**config.mk**
```make
export PLATFORM = sky130hd
export DESIGN_NAME = quantized_dense_neuron_requant_top_flat
export DESIGN_NICKNAME = d
export VERILOG_FILES = /design/src/design/qdnr_pkg.sv /design/src/design/qdnr_if.sv /design/src/design/quantized_dense_neuron_requant_top.sv /design/src/design/qdnr_front.sv /design/src/design/qdnr_fifo.sv /design/src/design/qdnr_back.sv /design/src/flat_wrapper.sv
export SDC_FILE = /design/constraint.sdc
export NUM_CORES = 2
export LEC_CHECK = 0
export BUFFER_PORTS_ARGS = -buffer_cell sky130_fd_sc_hd__buf_2
export CORE_MARGIN = 5
export CORE_UTILIZATION = 46
export CTS_CLUSTER_DIAMETER = 30
export CTS_CLUSTER_SIZE = 28
export DETAILED_ROUTE_END_ITERATION = 7
export RECOVER_POWER = 25
export SYNTH_ARGS = -nofsm -noshare
export SYNTH_HDL_FRONTEND = slang
export SYNTH_SLANG_ARGS = --single-unit
```
**constraint.sdc**
```tcl
create_clock -name clock -period 16.85 [get_ports clock]
set_input_delay 1.685 -clock clock [delete_from_list [all_inputs] [get_ports clock]]
set_output_delay 1.685 -clock clock [all_outputs]
set_load 0.01 [all_outputs]
```
**src/design/qdnr_pkg.sv**
```systemverilog
// Package for the quantized dense neuron with requantization.
// Widths, register indexes, configuration struct and the back-end state type.
// No dependencies.
`timescale 1ns / 1ps

package qdnr_pkg;

   // Datapath widths
   localparam int ACC_W      = 32;
   localparam int DIFF_W     = 10;
   localparam int PROD_W     = 20;
   localparam int ZP_W       = 9;
   localparam int MULT_W     = 15;
   localparam int SHIFT_W    = 5;
   localparam int OUT_W      = 8;
   localparam int Q_SHIFT    = 15;

   // Queue between front and back
   localparam int FIFO_DEPTH = 2;
   localparam int FIFO_PTR_W = 1;
   localparam int FIFO_CNT_W = 2;

   // Configuration port
   localparam int CSR_IDX_W  = 3;
   localparam int CSR_DATA_W = 16;

   // Reset value of the Q15 multiplier (one half)
   localparam logic [MULT_W-1:0] MULT_RESET = 15'd16384;

   // Rounding nudges of the high multiply
   localparam logic [ACC_W-1:0] NUDGE_POS = 32'h0000_4000;
   localparam logic [ACC_W-1:0] NUDGE_NEG = 32'hFFFF_C001;

   // Output clamp limit
   localparam logic signed [ACC_W+1:0] OUT_MAX = 34'sd255;

   typedef enum logic [CSR_IDX_W-1:0] {
      CSR_INPUT_ZP  = 3'd0,
      CSR_WEIGHT_ZP = 3'd1,
      CSR_QUANT_MULT = 3'd2,
      CSR_SHIFT     = 3'd3,
      CSR_OUTPUT_ZP = 3'd4
   } csr_idx_type;

   typedef struct packed {
      logic signed [ZP_W-1:0]  input_zp;
      logic signed [ZP_W-1:0]  weight_zp;
      logic [MULT_W-1:0]       quant_mult;
      logic [SHIFT_W-1:0]      shift_amt;
      logic signed [ZP_W-1:0]  output_zp;
   } cfg_type;

   typedef enum logic [2:0] {
      BK_IDLE,
      BK_MUL,
      BK_NUDGE,
      BK_SCALE,
      BK_SHIFT,
      BK_CLAMP,
      BK_HOLD
   } back_state_type;

endpackage

```
**src/design/qdnr_if.sv**
```systemverilog
// Channel interfaces of the neuron block: item input, result output, register writes.
// Depends on qdnr_pkg for widths.
`timescale 1ns / 1ps

interface qdnr_req_if;
   logic               valid;
   logic               ready;
   logic [7:0]         activation;
   logic [7:0]         weight;
   logic signed [31:0] bias;
   logic               is_last;

   modport source (output valid, activation, weight, bias, is_last, input ready);
   modport sink   (input valid, activation, weight, bias, is_last, output ready);
endinterface

interface qdnr_rsp_if;
   logic                       valid;
   logic                       ready;
   logic [qdnr_pkg::OUT_W-1:0] out_value;

   modport source (output valid, out_value, input ready);
   modport sink   (input valid, out_value, output ready);
endinterface

interface qdnr_csr_if;
   logic                            valid;
   logic                            ready;
   logic [qdnr_pkg::CSR_IDX_W-1:0]  index;
   logic [qdnr_pkg::CSR_DATA_W-1:0] data;

   modport source (output valid, index, data, input ready);
   modport sink   (input valid, index, data, output ready);
endinterface

```
**src/design/quantized_dense_neuron_requant_top.sv**
```systemverilog
// Quantized dense neuron with int8-style requantization.
// Throughput: one input word per cycle while the two-entry queue has room; the
//   requantizer handles one neuron at a time and holds its result until it is taken.
// Path: queue, then back-end states IDLE, MUL, NUDGE, SCALE, SHIFT, CLAMP; valid in HOLD.
// Reset: synchronous; clears accumulator, queue, sequencer and registers to defaults.
// Depends on qdnr_pkg, qdnr_if, qdnr_front, qdnr_fifo, qdnr_back.
`timescale 1ns / 1ps

module quantized_dense_neuron_requant_top (
   input  logic       clock,
   input  logic       reset,
   qdnr_req_if.sink   req_ch,
   qdnr_rsp_if.source rsp_ch,
   qdnr_csr_if.sink   csr_ch
);

   qdnr_pkg::cfg_type                cfg_ff, cfg_in;
   logic                             push_valid;
   logic                             push_ready;
   logic [qdnr_pkg::ACC_W-1:0]       push_data;
   logic                             pop;
   logic                             pop_valid;
   logic [qdnr_pkg::ACC_W-1:0]       pop_data;
   logic [qdnr_pkg::FIFO_CNT_W-1:0]  fifo_count;

   // Register writes are always taken
   assign csr_ch.ready = 1'b1;

   always_comb begin
      cfg_in = cfg_ff;
      if (csr_ch.valid) begin
         unique case (csr_ch.index)
            qdnr_pkg::CSR_INPUT_ZP:   cfg_in.input_zp   = csr_ch.data[qdnr_pkg::ZP_W-1:0];
            qdnr_pkg::CSR_WEIGHT_ZP:  cfg_in.weight_zp  = csr_ch.data[qdnr_pkg::ZP_W-1:0];
            qdnr_pkg::CSR_QUANT_MULT: cfg_in.quant_mult = csr_ch.data[qdnr_pkg::MULT_W-1:0];
            qdnr_pkg::CSR_SHIFT:      cfg_in.shift_amt  = csr_ch.data[qdnr_pkg::SHIFT_W-1:0];
            qdnr_pkg::CSR_OUTPUT_ZP:  cfg_in.output_zp  = csr_ch.data[qdnr_pkg::ZP_W-1:0];
            default:                  cfg_in = cfg_ff;
         endcase
      end
   end

   always_ff @(posedge clock) begin
      if (reset) begin
         cfg_ff.input_zp   <= '0;
         cfg_ff.weight_zp  <= '0;
         cfg_ff.quant_mult <= qdnr_pkg::MULT_RESET;
         cfg_ff.shift_amt  <= '0;
         cfg_ff.output_zp  <= '0;
      end else begin
         cfg_ff <= cfg_in;
      end
   end

   // Multiply-accumulate front end
   qdnr_front u_front (
      .clock      (clock),
      .reset      (reset),
      .req        (req_ch),
      .cfg        (cfg_ff),
      .push_ready (push_ready),
      .push_valid (push_valid),
      .push_data  (push_data)
   );

   // Queue of finished sums
   qdnr_fifo u_fifo (
      .clock      (clock),
      .reset      (reset),
      .push       (push_valid),
      .push_data  (push_data),
      .push_ready (push_ready),
      .pop        (pop),
      .pop_valid  (pop_valid),
      .pop_data   (pop_data),
      .count      (fifo_count)
   );

   // Requantizing back end
   qdnr_back u_back (
      .clock     (clock),
      .reset     (reset),
      .cfg       (cfg_ff),
      .pop_valid (pop_valid),
      .pop_data  (pop_data),
      .pop       (pop),
      .rsp       (rsp_ch)
   );

   // Queue never overfills
   a_fifo_bound: assert property (@(posedge clock) disable iff (reset)
      fifo_count <= qdnr_pkg::FIFO_CNT_W'(qdnr_pkg::FIFO_DEPTH))
      else $error("queue count above depth");

   // A last word with no pop in flight grows the queue by one
   a_push_count: assert property (@(posedge clock) disable iff (reset)
      (push_valid && !pop) |=> (fifo_count == $past(fifo_count) + 1'b1))
      else $error("last word not queued");

   // Reset leaves no result and an empty queue
   a_reset_clear: assert property (@(posedge clock)
      reset |=> (!rsp_ch.valid && fifo_count == '0))
      else $error("state not cleared by reset");

endmodule

```
**src/design/qdnr_front.sv**
```systemverilog
// Front end: takes input words, does the multiply-accumulate, and on the last
// word pushes accumulator plus bias into the queue. Depends on qdnr_pkg, qdnr_if.
`timescale 1ns / 1ps

module qdnr_front (
   input  logic                     clock,
   input  logic                     reset,
   qdnr_req_if.sink                 req,
   input  qdnr_pkg::cfg_type        cfg,
   input  logic                     push_ready,
   output logic                     push_valid,
   output logic [qdnr_pkg::ACC_W-1:0] push_data
);

   logic [qdnr_pkg::ACC_W-1:0]          acc_ff;
   logic [qdnr_pkg::ACC_W-1:0]          acc_in;
   logic signed [qdnr_pkg::DIFF_W-1:0]  act_diff;
   logic signed [qdnr_pkg::DIFF_W-1:0]  wgt_diff;
   logic signed [qdnr_pkg::PROD_W-1:0]  prod;
   logic [qdnr_pkg::ACC_W-1:0]          sum;
   logic                                accept;

   // Every word waits for queue room so results keep their order
   assign req.ready = push_ready;
   assign accept    = req.valid && req.ready;

   // Offset-corrected product, sign-extended into the wrapping accumulator
   always_comb begin
      act_diff = $signed({2'b00, req.activation}) - $signed({cfg.input_zp[8], cfg.input_zp});
      wgt_diff = $signed({2'b00, req.weight}) - $signed({cfg.weight_zp[8], cfg.weight_zp});
      prod     = act_diff * wgt_diff;
      sum      = acc_ff + {{(qdnr_pkg::ACC_W-qdnr_pkg::PROD_W){prod[qdnr_pkg::PROD_W-1]}},
                           prod};
   end

   // Hand the biased sum to the back end on the last word
   assign push_valid = accept && req.is_last;
   assign push_data  = sum + req.bias;

   // Accumulator clears after each neuron
   always_comb begin
      acc_in = acc_ff;
      if (accept) begin
         acc_in = req.is_last ? '0 : sum;
      end
   end

   always_ff @(posedge clock) begin
      if (reset) begin
         acc_ff <= '0;
      end else begin
         acc_ff <= acc_in;
      end
   end

endmodule

```
**src/design/qdnr_fifo.sv**
```systemverilog
// Short queue of biased accumulator words between front and back end.
// Depends on qdnr_pkg.
`timescale 1ns / 1ps

module qdnr_fifo (
   input  logic                            clock,
   input  logic                            reset,
   input  logic                            push,
   input  logic [qdnr_pkg::ACC_W-1:0]      push_data,
   output logic                            push_ready,
   input  logic                            pop,
   output logic                            pop_valid,
   output logic [qdnr_pkg::ACC_W-1:0]      pop_data,
   output logic [qdnr_pkg::FIFO_CNT_W-1:0] count
);

   logic [qdnr_pkg::ACC_W-1:0]      mem_ff [qdnr_pkg::FIFO_DEPTH];
   logic [qdnr_pkg::FIFO_PTR_W-1:0] wr_ptr_ff, wr_ptr_in;
   logic [qdnr_pkg::FIFO_PTR_W-1:0] rd_ptr_ff, rd_ptr_in;
   logic [qdnr_pkg::FIFO_CNT_W-1:0] count_ff, count_in;
   logic                            do_push, do_pop;

   assign push_ready = (count_ff != qdnr_pkg::FIFO_CNT_W'(qdnr_pkg::FIFO_DEPTH));
   assign pop_valid  = (count_ff != '0);
   assign pop_data   = mem_ff[rd_ptr_ff];
   assign count      = count_ff;
   assign do_push    = push && push_ready;
   assign do_pop     = pop && pop_valid;

   // Pointer and fill count update
   always_comb begin
      wr_ptr_in = do_push ? wr_ptr_ff + 1'b1 : wr_ptr_ff;
      rd_ptr_in = do_pop  ? rd_ptr_ff + 1'b1 : rd_ptr_ff;
      count_in  = count_ff;
      if (do_push && !do_pop) begin
         count_in = count_ff + 1'b1;
      end else if (do_pop && !do_push) begin
         count_in = count_ff - 1'b1;
      end
   end

   always_ff @(posedge clock) begin
      if (reset) begin
         wr_ptr_ff <= '0;
         rd_ptr_ff <= '0;
         count_ff  <= '0;
      end else begin
         wr_ptr_ff <= wr_ptr_in;
         rd_ptr_ff <= rd_ptr_in;
         count_ff  <= count_in;
      end
   end

   // Storage, no reset
   always_ff @(posedge clock) begin
      if (do_push) begin
         mem_ff[wr_ptr_ff] <= push_data;
      end
   end

endmodule

```
**src/design/qdnr_back.sv**
```systemverilog
// Back end: requantizes one biased sum at a time (Q15 high multiply, rounding
// shift, offset and clamp) and holds the result word. Depends on qdnr_pkg, qdnr_if.
`timescale 1ns / 1ps

module qdnr_back (
   input  logic                       clock,
   input  logic                       reset,
   input  qdnr_pkg::cfg_type          cfg,
   input  logic                       pop_valid,
   input  logic [qdnr_pkg::ACC_W-1:0] pop_data,
   output logic                       pop,
   qdnr_rsp_if.source                 rsp
);

   qdnr_pkg::back_state_type          state_ff, state_in;
   logic [qdnr_pkg::ACC_W-1:0]        data_ff, data_in;
   logic [qdnr_pkg::OUT_W-1:0]        out_ff, out_in;
   logic signed [2*qdnr_pkg::ACC_W-1:0] mul_full;
   logic signed [qdnr_pkg::ACC_W-1:0] scaled;
   logic [qdnr_pkg::ACC_W-1:0]        mask;
   logic [qdnr_pkg::ACC_W-1:0]        rem;
   logic [qdnr_pkg::ACC_W-1:0]        thr;
   logic [qdnr_pkg::ACC_W-1:0]        floor_q;
   logic signed [qdnr_pkg::ACC_W+1:0] biased;

   // Next state
   always_comb begin
      state_in = state_ff;
      unique case (state_ff)
         qdnr_pkg::BK_IDLE:  if (pop_valid) state_in = qdnr_pkg::BK_MUL;
         qdnr_pkg::BK_MUL:   state_in = qdnr_pkg::BK_NUDGE;
         qdnr_pkg::BK_NUDGE: state_in = qdnr_pkg::BK_SCALE;
         qdnr_pkg::BK_SCALE: state_in = qdnr_pkg::BK_SHIFT;
         qdnr_pkg::BK_SHIFT: state_in = qdnr_pkg::BK_CLAMP;
         qdnr_pkg::BK_CLAMP: state_in = qdnr_pkg::BK_HOLD;
         qdnr_pkg::BK_HOLD:  if (rsp.ready) state_in = qdnr_pkg::BK_IDLE;
         default:            state_in = qdnr_pkg::BK_IDLE;
      endcase
   end

   // Outputs of the sequencer
   always_comb begin
      pop       = (state_ff == qdnr_pkg::BK_IDLE) && pop_valid;
      rsp.valid = (state_ff == qdnr_pkg::BK_HOLD);
   end
   assign rsp.out_value = out_ff;

   // Arithmetic pieces, one used per step
   always_comb begin
      // multiplier is non-negative, so the saturating corner never occurs
      mul_full = $signed(data_ff) * $signed({{(qdnr_pkg::ACC_W-qdnr_pkg::MULT_W){1'b0}},
                                              cfg.quant_mult});
      scaled   = $signed(data_ff) >>> qdnr_pkg::Q_SHIFT;
      mask     = (qdnr_pkg::ACC_W'(1) << cfg.shift_amt) - 1'b1;
      rem      = data_ff & mask;
      thr      = {1'b0, mask[qdnr_pkg::ACC_W-1:1]} +
                 {{(qdnr_pkg::ACC_W-1){1'b0}}, data_ff[qdnr_pkg::ACC_W-1]};
      floor_q  = $signed(data_ff) >>> cfg.shift_amt;
      biased   = $signed({{2{data_ff[qdnr_pkg::ACC_W-1]}}, data_ff}) +
                 $signed({{(qdnr_pkg::ACC_W+2-qdnr_pkg::ZP_W){cfg.output_zp[8]}},
                          cfg.output_zp});
   end

   // Datapath register steps
   always_comb begin
      data_in = data_ff;
      out_in  = out_ff;
      unique case (state_ff)
         qdnr_pkg::BK_IDLE: begin
            data_in = pop_data;
         end
         qdnr_pkg::BK_MUL: begin
            data_in = mul_full[qdnr_pkg::ACC_W-1:0];
         end
         qdnr_pkg::BK_NUDGE: begin
            data_in = data_ff + (data_ff[qdnr_pkg::ACC_W-1] ? qdnr_pkg::NUDGE_NEG
                                                            : qdnr_pkg::NUDGE_POS);
         end
         qdnr_pkg::BK_SCALE: begin
            // divide by 2^15 rounding toward zero
            data_in = scaled +
                      {{(qdnr_pkg::ACC_W-1){1'b0}},
                       data_ff[qdnr_pkg::ACC_W-1] && (|data_ff[qdnr_pkg::Q_SHIFT-1:0])};
         end
         qdnr_pkg::BK_SHIFT: begin
            data_in = floor_q + {{(qdnr_pkg::ACC_W-1){1'b0}}, (rem > thr)};
         end
         qdnr_pkg::BK_CLAMP: begin
            priority if (biased[qdnr_pkg::ACC_W+1]) begin
               out_in = '0;
            end else if (biased > qdnr_pkg::OUT_MAX) begin
               out_in = qdnr_pkg::OUT_MAX[qdnr_pkg::OUT_W-1:0];
            end else begin
               out_in = biased[qdnr_pkg::OUT_W-1:0];
            end
         end
         qdnr_pkg::BK_HOLD: begin
            data_in = data_ff;
         end
         default: begin
            data_in = data_ff;
         end
      endcase
   end

   always_ff @(posedge clock) begin
      if (reset) begin
         state_ff <= qdnr_pkg::BK_IDLE;
      end else begin
         state_ff <= state_in;
      end
   end

   always_ff @(posedge clock) begin
      data_ff <= data_in;
      out_ff  <= out_in;
   end

endmodule

```
**src/flat_wrapper.sv**
```systemverilog
// flat-port wrapper written by rule: the top's interface ports become plain ports
module quantized_dense_neuron_requant_top_flat 
  (clock, reset, req_ch_valid, req_ch_activation, req_ch_weight, req_ch_bias, req_ch_is_last, req_ch_ready, rsp_ch_valid, rsp_ch_out_value, rsp_ch_ready, csr_ch_valid, csr_ch_index, csr_ch_data, csr_ch_ready);
  qdnr_req_if req_ch_i ();
  qdnr_rsp_if rsp_ch_i ();
  qdnr_csr_if csr_ch_i ();
  input  logic clock;
  input  logic reset;
  input wire logic [$bits(req_ch_i.valid)-1:0] req_ch_valid;
  input wire logic [$bits(req_ch_i.activation)-1:0] req_ch_activation;
  input wire logic [$bits(req_ch_i.weight)-1:0] req_ch_weight;
  input wire logic [$bits(req_ch_i.bias)-1:0] req_ch_bias;
  input wire logic [$bits(req_ch_i.is_last)-1:0] req_ch_is_last;
  output wire logic [$bits(req_ch_i.ready)-1:0] req_ch_ready;
  output wire logic [$bits(rsp_ch_i.valid)-1:0] rsp_ch_valid;
  output wire logic [$bits(rsp_ch_i.out_value)-1:0] rsp_ch_out_value;
  input wire logic [$bits(rsp_ch_i.ready)-1:0] rsp_ch_ready;
  input wire logic [$bits(csr_ch_i.valid)-1:0] csr_ch_valid;
  input wire logic [$bits(csr_ch_i.index)-1:0] csr_ch_index;
  input wire logic [$bits(csr_ch_i.data)-1:0] csr_ch_data;
  output wire logic [$bits(csr_ch_i.ready)-1:0] csr_ch_ready;
  assign req_ch_i.valid = req_ch_valid;
  assign req_ch_i.activation = req_ch_activation;
  assign req_ch_i.weight = req_ch_weight;
  assign req_ch_i.bias = req_ch_bias;
  assign req_ch_i.is_last = req_ch_is_last;
  assign req_ch_ready = req_ch_i.ready;
  assign rsp_ch_valid = rsp_ch_i.valid;
  assign rsp_ch_out_value = rsp_ch_i.out_value;
  assign rsp_ch_i.ready = rsp_ch_ready;
  assign csr_ch_i.valid = csr_ch_valid;
  assign csr_ch_i.index = csr_ch_index;
  assign csr_ch_i.data = csr_ch_data;
  assign csr_ch_ready = csr_ch_i.ready;
  quantized_dense_neuron_requant_top u_core (.clock(clock), .reset(reset), .req_ch(req_ch_i), .rsp_ch(rsp_ch_i), .csr_ch(csr_ch_i));
endmodule
```
==> results_dict.tcl <==
set metrics [dict create \
    end_kind "flop" \
    postRouteWirelength_um 104900 \
    post_place_worst_slack_ps 3665 \
    mappedNetlistArea_um2 34330 \
    worstHoldPathType "flop to flop" \
    hpwlAfterDp_um 79110 \
    vias_per_cell 5.795 \
    timing.critical_path.required_ps 17070 \
    place.gp.congestion 0.9877 \
    ant_nets 0 \
    ys_dominant_reg_cell "sky130_fd_sc_hd__edfxtp_1" \
    grtUsageTotal_pct 25.75 \
    ios 84 \
    setup_ws_ps 4196 \
    synth.cells.most_frequent "sky130_fd_sc_hd__nand2_1, sky130_fd_sc_hd__inv_1, sky130_fd_sc_hd__fa_1" \
    route.detailed.wl_per_inst_um 21.13 \
    holdBufCountCts 0 \
    clk_path_buf_depth 2 \
    slew_headroom_pct -17.51 \
    netlist_instances 4024 \
    worst_pin_slew_ps 1763 \
    worst-r2r-setup-slack_ps 5270 \
    post_route_cells_drive_above_1_share_pct 6.834 \
    dieArea_um2 80200 \
    chipHeight_um 283.2 \
    capturing_element_of_the_worst_setup_path "u_core.u_fifo.mem_ff[1][31]$_DFFE_PP_" \
    timing.critical_path.fanout_max 7 \
    synth_most_common_cell "sky130_fd_sc_hd__nand2_1" \
    detailroute.via_count 28791 \
    final.min_clock_period_ps 12650 \
    fin_worst_skew_ps 17.33 \
    ys.warnings.count 0 \
    port-buffer-count 81 \
    timing.setup.critical_path_class "primary input to flop" \
    count_of_endpoints_failing_setup_in_the_final_report 0 \
    fmax_mhz 79.03 \
    core.rowCount 100 \
    cp-startpoint "req_ch_activation[0]" \
    start_util_pct 46.27 \
    synth_seq_cells 191 \
    pin_count_of_the_biggest_net_entering_global_routing 72 \
    areaGrowthSynthToFinish_pct 5.481 \
    die_w_um 283.2 \
    slew_viol_final 58 \
    cts.sink_count 191 \
    tritoncts "done" \
    period_share_pct 75.10 \
    first_pass_grt_wire_length_um 164800 \
    worst_skew_pair.late_latency_ps 480 \
    synthesis.area_per_instance_um2 8.532 \
    drc 0 \
    crit_path_top_delay_cell "sky130_fd_sc_hd__fa_1" \
    cts_setup_buffers 0 \
    core_area_um2 74200 \
    ff2ff_path_depth 45 \
    violations "capacitance limit, slew limit" \
    grt_antenna_before_repair 9 \
    timing.setup.tns_ps 0 \
    timing.critical_path.from_type "primary input" \
    vias_in_the_first_global_route 28516 \
    post-route-util_pct 48.81 \
    crit_path_max_incr_delay_ps 550 \
    synth_sequential_area_ratio_pct 14.17 \
    post_cts_sizing_count 0 \
    rsz0062_at_grt "false" \
    netlist.top_cell.by_area "sky130_fd_sc_hd__fa_1" \
    critical_path.reg2reg.endpoint "u_core.u_fifo.mem_ff[1][31]$_DFFE_PP_" \
    synth_edf_count 104 \
    run_status "finished with violations" \
    drt_iter0_markers 2220 \
    max_cap_violations 2 \
    fillCellCount 7272 \
    netlist-cell-type-count 96 \
    clkTransAtPathRegs_ps 80 \
    grt.overflow.total 0 \
    htree_num_levels 4 \
    crit_path_arrival_time_ps 12870 \
    post_synth_main_area_contributors "sky130_fd_sc_hd__fa_1, sky130_fd_sc_hd__ha_1, sky130_fd_sc_hd__edfxtp_1, sky130_fd_sc_hd__nand2_1, sky130_fd_sc_hd__inv_1" \
    timing_hold_violations_final 0 \
    synthDominantCellAreaShare_pct 22.45 \
    detail_route.first_pass.iterations 7 \
    nNetsFinal 4738 \
    cts-root-buf "sky130_fd_sc_hd__clkbuf_16" \
    critical_path.reg2reg.startpoint "u_core.cfg_ff[38]$_SDFFE_PP0P_" \
    async_reset_ff_share_pct 0 \
    numCtsBuffers 17 \
]
## worst min-delay path by stage
stage | slack [ps] | cells after the start | endpoint | start
2_1_floorplan | 430 | 2 | u_core.u_front.acc_ff[31]$_SDFFE_PP0P_ | u_core.u_front.acc_ff[31]$_SDFFE_PP0P_
3_3_place_gp | 440 | 2 | u_core.u_front.acc_ff[31]$_SDFFE_PP0P_ | u_core.u_front.acc_ff[31]$_SDFFE_PP0P_
3_5_place_dp | 450 | 2 | u_core.u_front.acc_ff[31]$_SDFFE_PP0P_ | u_core.u_front.acc_ff[31]$_SDFFE_PP0P_
4_1_cts | 460 | 2 | u_core.u_front.acc_ff[31]$_SDFFE_PP0P_ | u_core.u_front.acc_ff[31]$_SDFFE_PP0P_
5_1_grt | 480 | 2 | u_core.cfg_ff[2]$_SDFFE_PP0P_ | u_core.cfg_ff[2]$_SDFFE_PP0P_
6_report | 460 | 2 | u_core.u_front.acc_ff[31]$_SDFFE_PP0P_ | u_core.u_front.acc_ff[31]$_SDFFE_PP0P_
## flip-flops by register name, indices dropped and copies added, names as in the netlist, named ones only
register / flops
u_core.u_back.state_ff: 3
u_core.u_back.rsp.out_value: 8
u_core.u_fifo.rd_ptr_ff: 1
u_core.u_fifo.mem_ff: 64
u_core.u_fifo.wr_ptr_ff: 1
u_core.cfg_ff: 47
u_core.u_front.acc_ff: 32
u_core.u_fifo.count: 2
u_core.u_back.data_ff: 32
## layer usage
layer / vias up / global-route usage (%) / part of all wire [%]
met5: - / 0 / 0.046
met4: 8 / 6.481 / 2.8
met3: 167 / 3.746 / 7.0
met2: 989 / 43.08 / 47
met1: 14201 / 35.40 / 43
li1: 13426 / - / -
## layout by cell type (no fill, tap or decap), types with 78 or more instances in the layout
cell type,count
sky130_fd_sc_hd__o21ai_0,128
sky130_fd_sc_hd__a21oi_1,246
sky130_fd_sc_hd__dfxtp_1,82
sky130_fd_sc_hd__fa_1,385
sky130_fd_sc_hd__inv_1,515
sky130_fd_sc_hd__nor2_1,238
sky130_fd_sc_hd__ha_1,298
sky130_fd_sc_hd__xnor2_1,177
sky130_fd_sc_hd__edfxtp_1,104
sky130_fd_sc_hd__buf_2,78
sky130_fd_sc_hd__nand2_1,531
sky130_fd_sc_hd__and2_1,168
## kinds of logic after synthesis
group           share of synthesized area (%)
compound gates                          14.53
buf+inv                                 8.218
simple gates                            17.37
flops                                   14.17
mux                                     5.966
fa+ha+maj                               33.31
other cells                           0.02187
xor+xnor                                6.421
## worst max-delay path, delay by kind of cell
kind | cells | cell delay [ps]
buf+inv | 6 | 390
compound gates | 23 | 4680
fa+ha+maj | 10 | 4190
xor+xnor | 5 | 1310
simple gates | 3 | 620
## final cells by class
class | instances | area (um^2) | share of cell area [%]
Timing Repair Buffer | 145 | 878.3 | 2.425
Multi-Input combinational cell | 3108 | 26670 | 73.63
Inverter | 519 | 1948 | 5.379
Antenna cell | 4 | 10.01 | 0.02764
Sequential cell | 191 | 4873 | 13.46
Tap cell | 969 | 1212 | 3.348
Clock buffer | 17 | 425.4 | 1.175
Clock inverter | 15 | 201.4 | 0.5562
## stage by stage
step | hold WS, ps | instances | area [um^2]
after detailed placement | 448.2 | 4932 | 35590
after CTS | 459.2 | 4964 | 36220
after floorplan | 432.4 | 4025 | 34340
after global placement | 441.2 | 4932 | 35590
final | 456.4 | 4968 | 36210
after global routing | 483.9 | 4964 | 36200
Power is not shown: default switching activity piles up to over one toggle a cycle in this logic, so the estimate is an artifact.
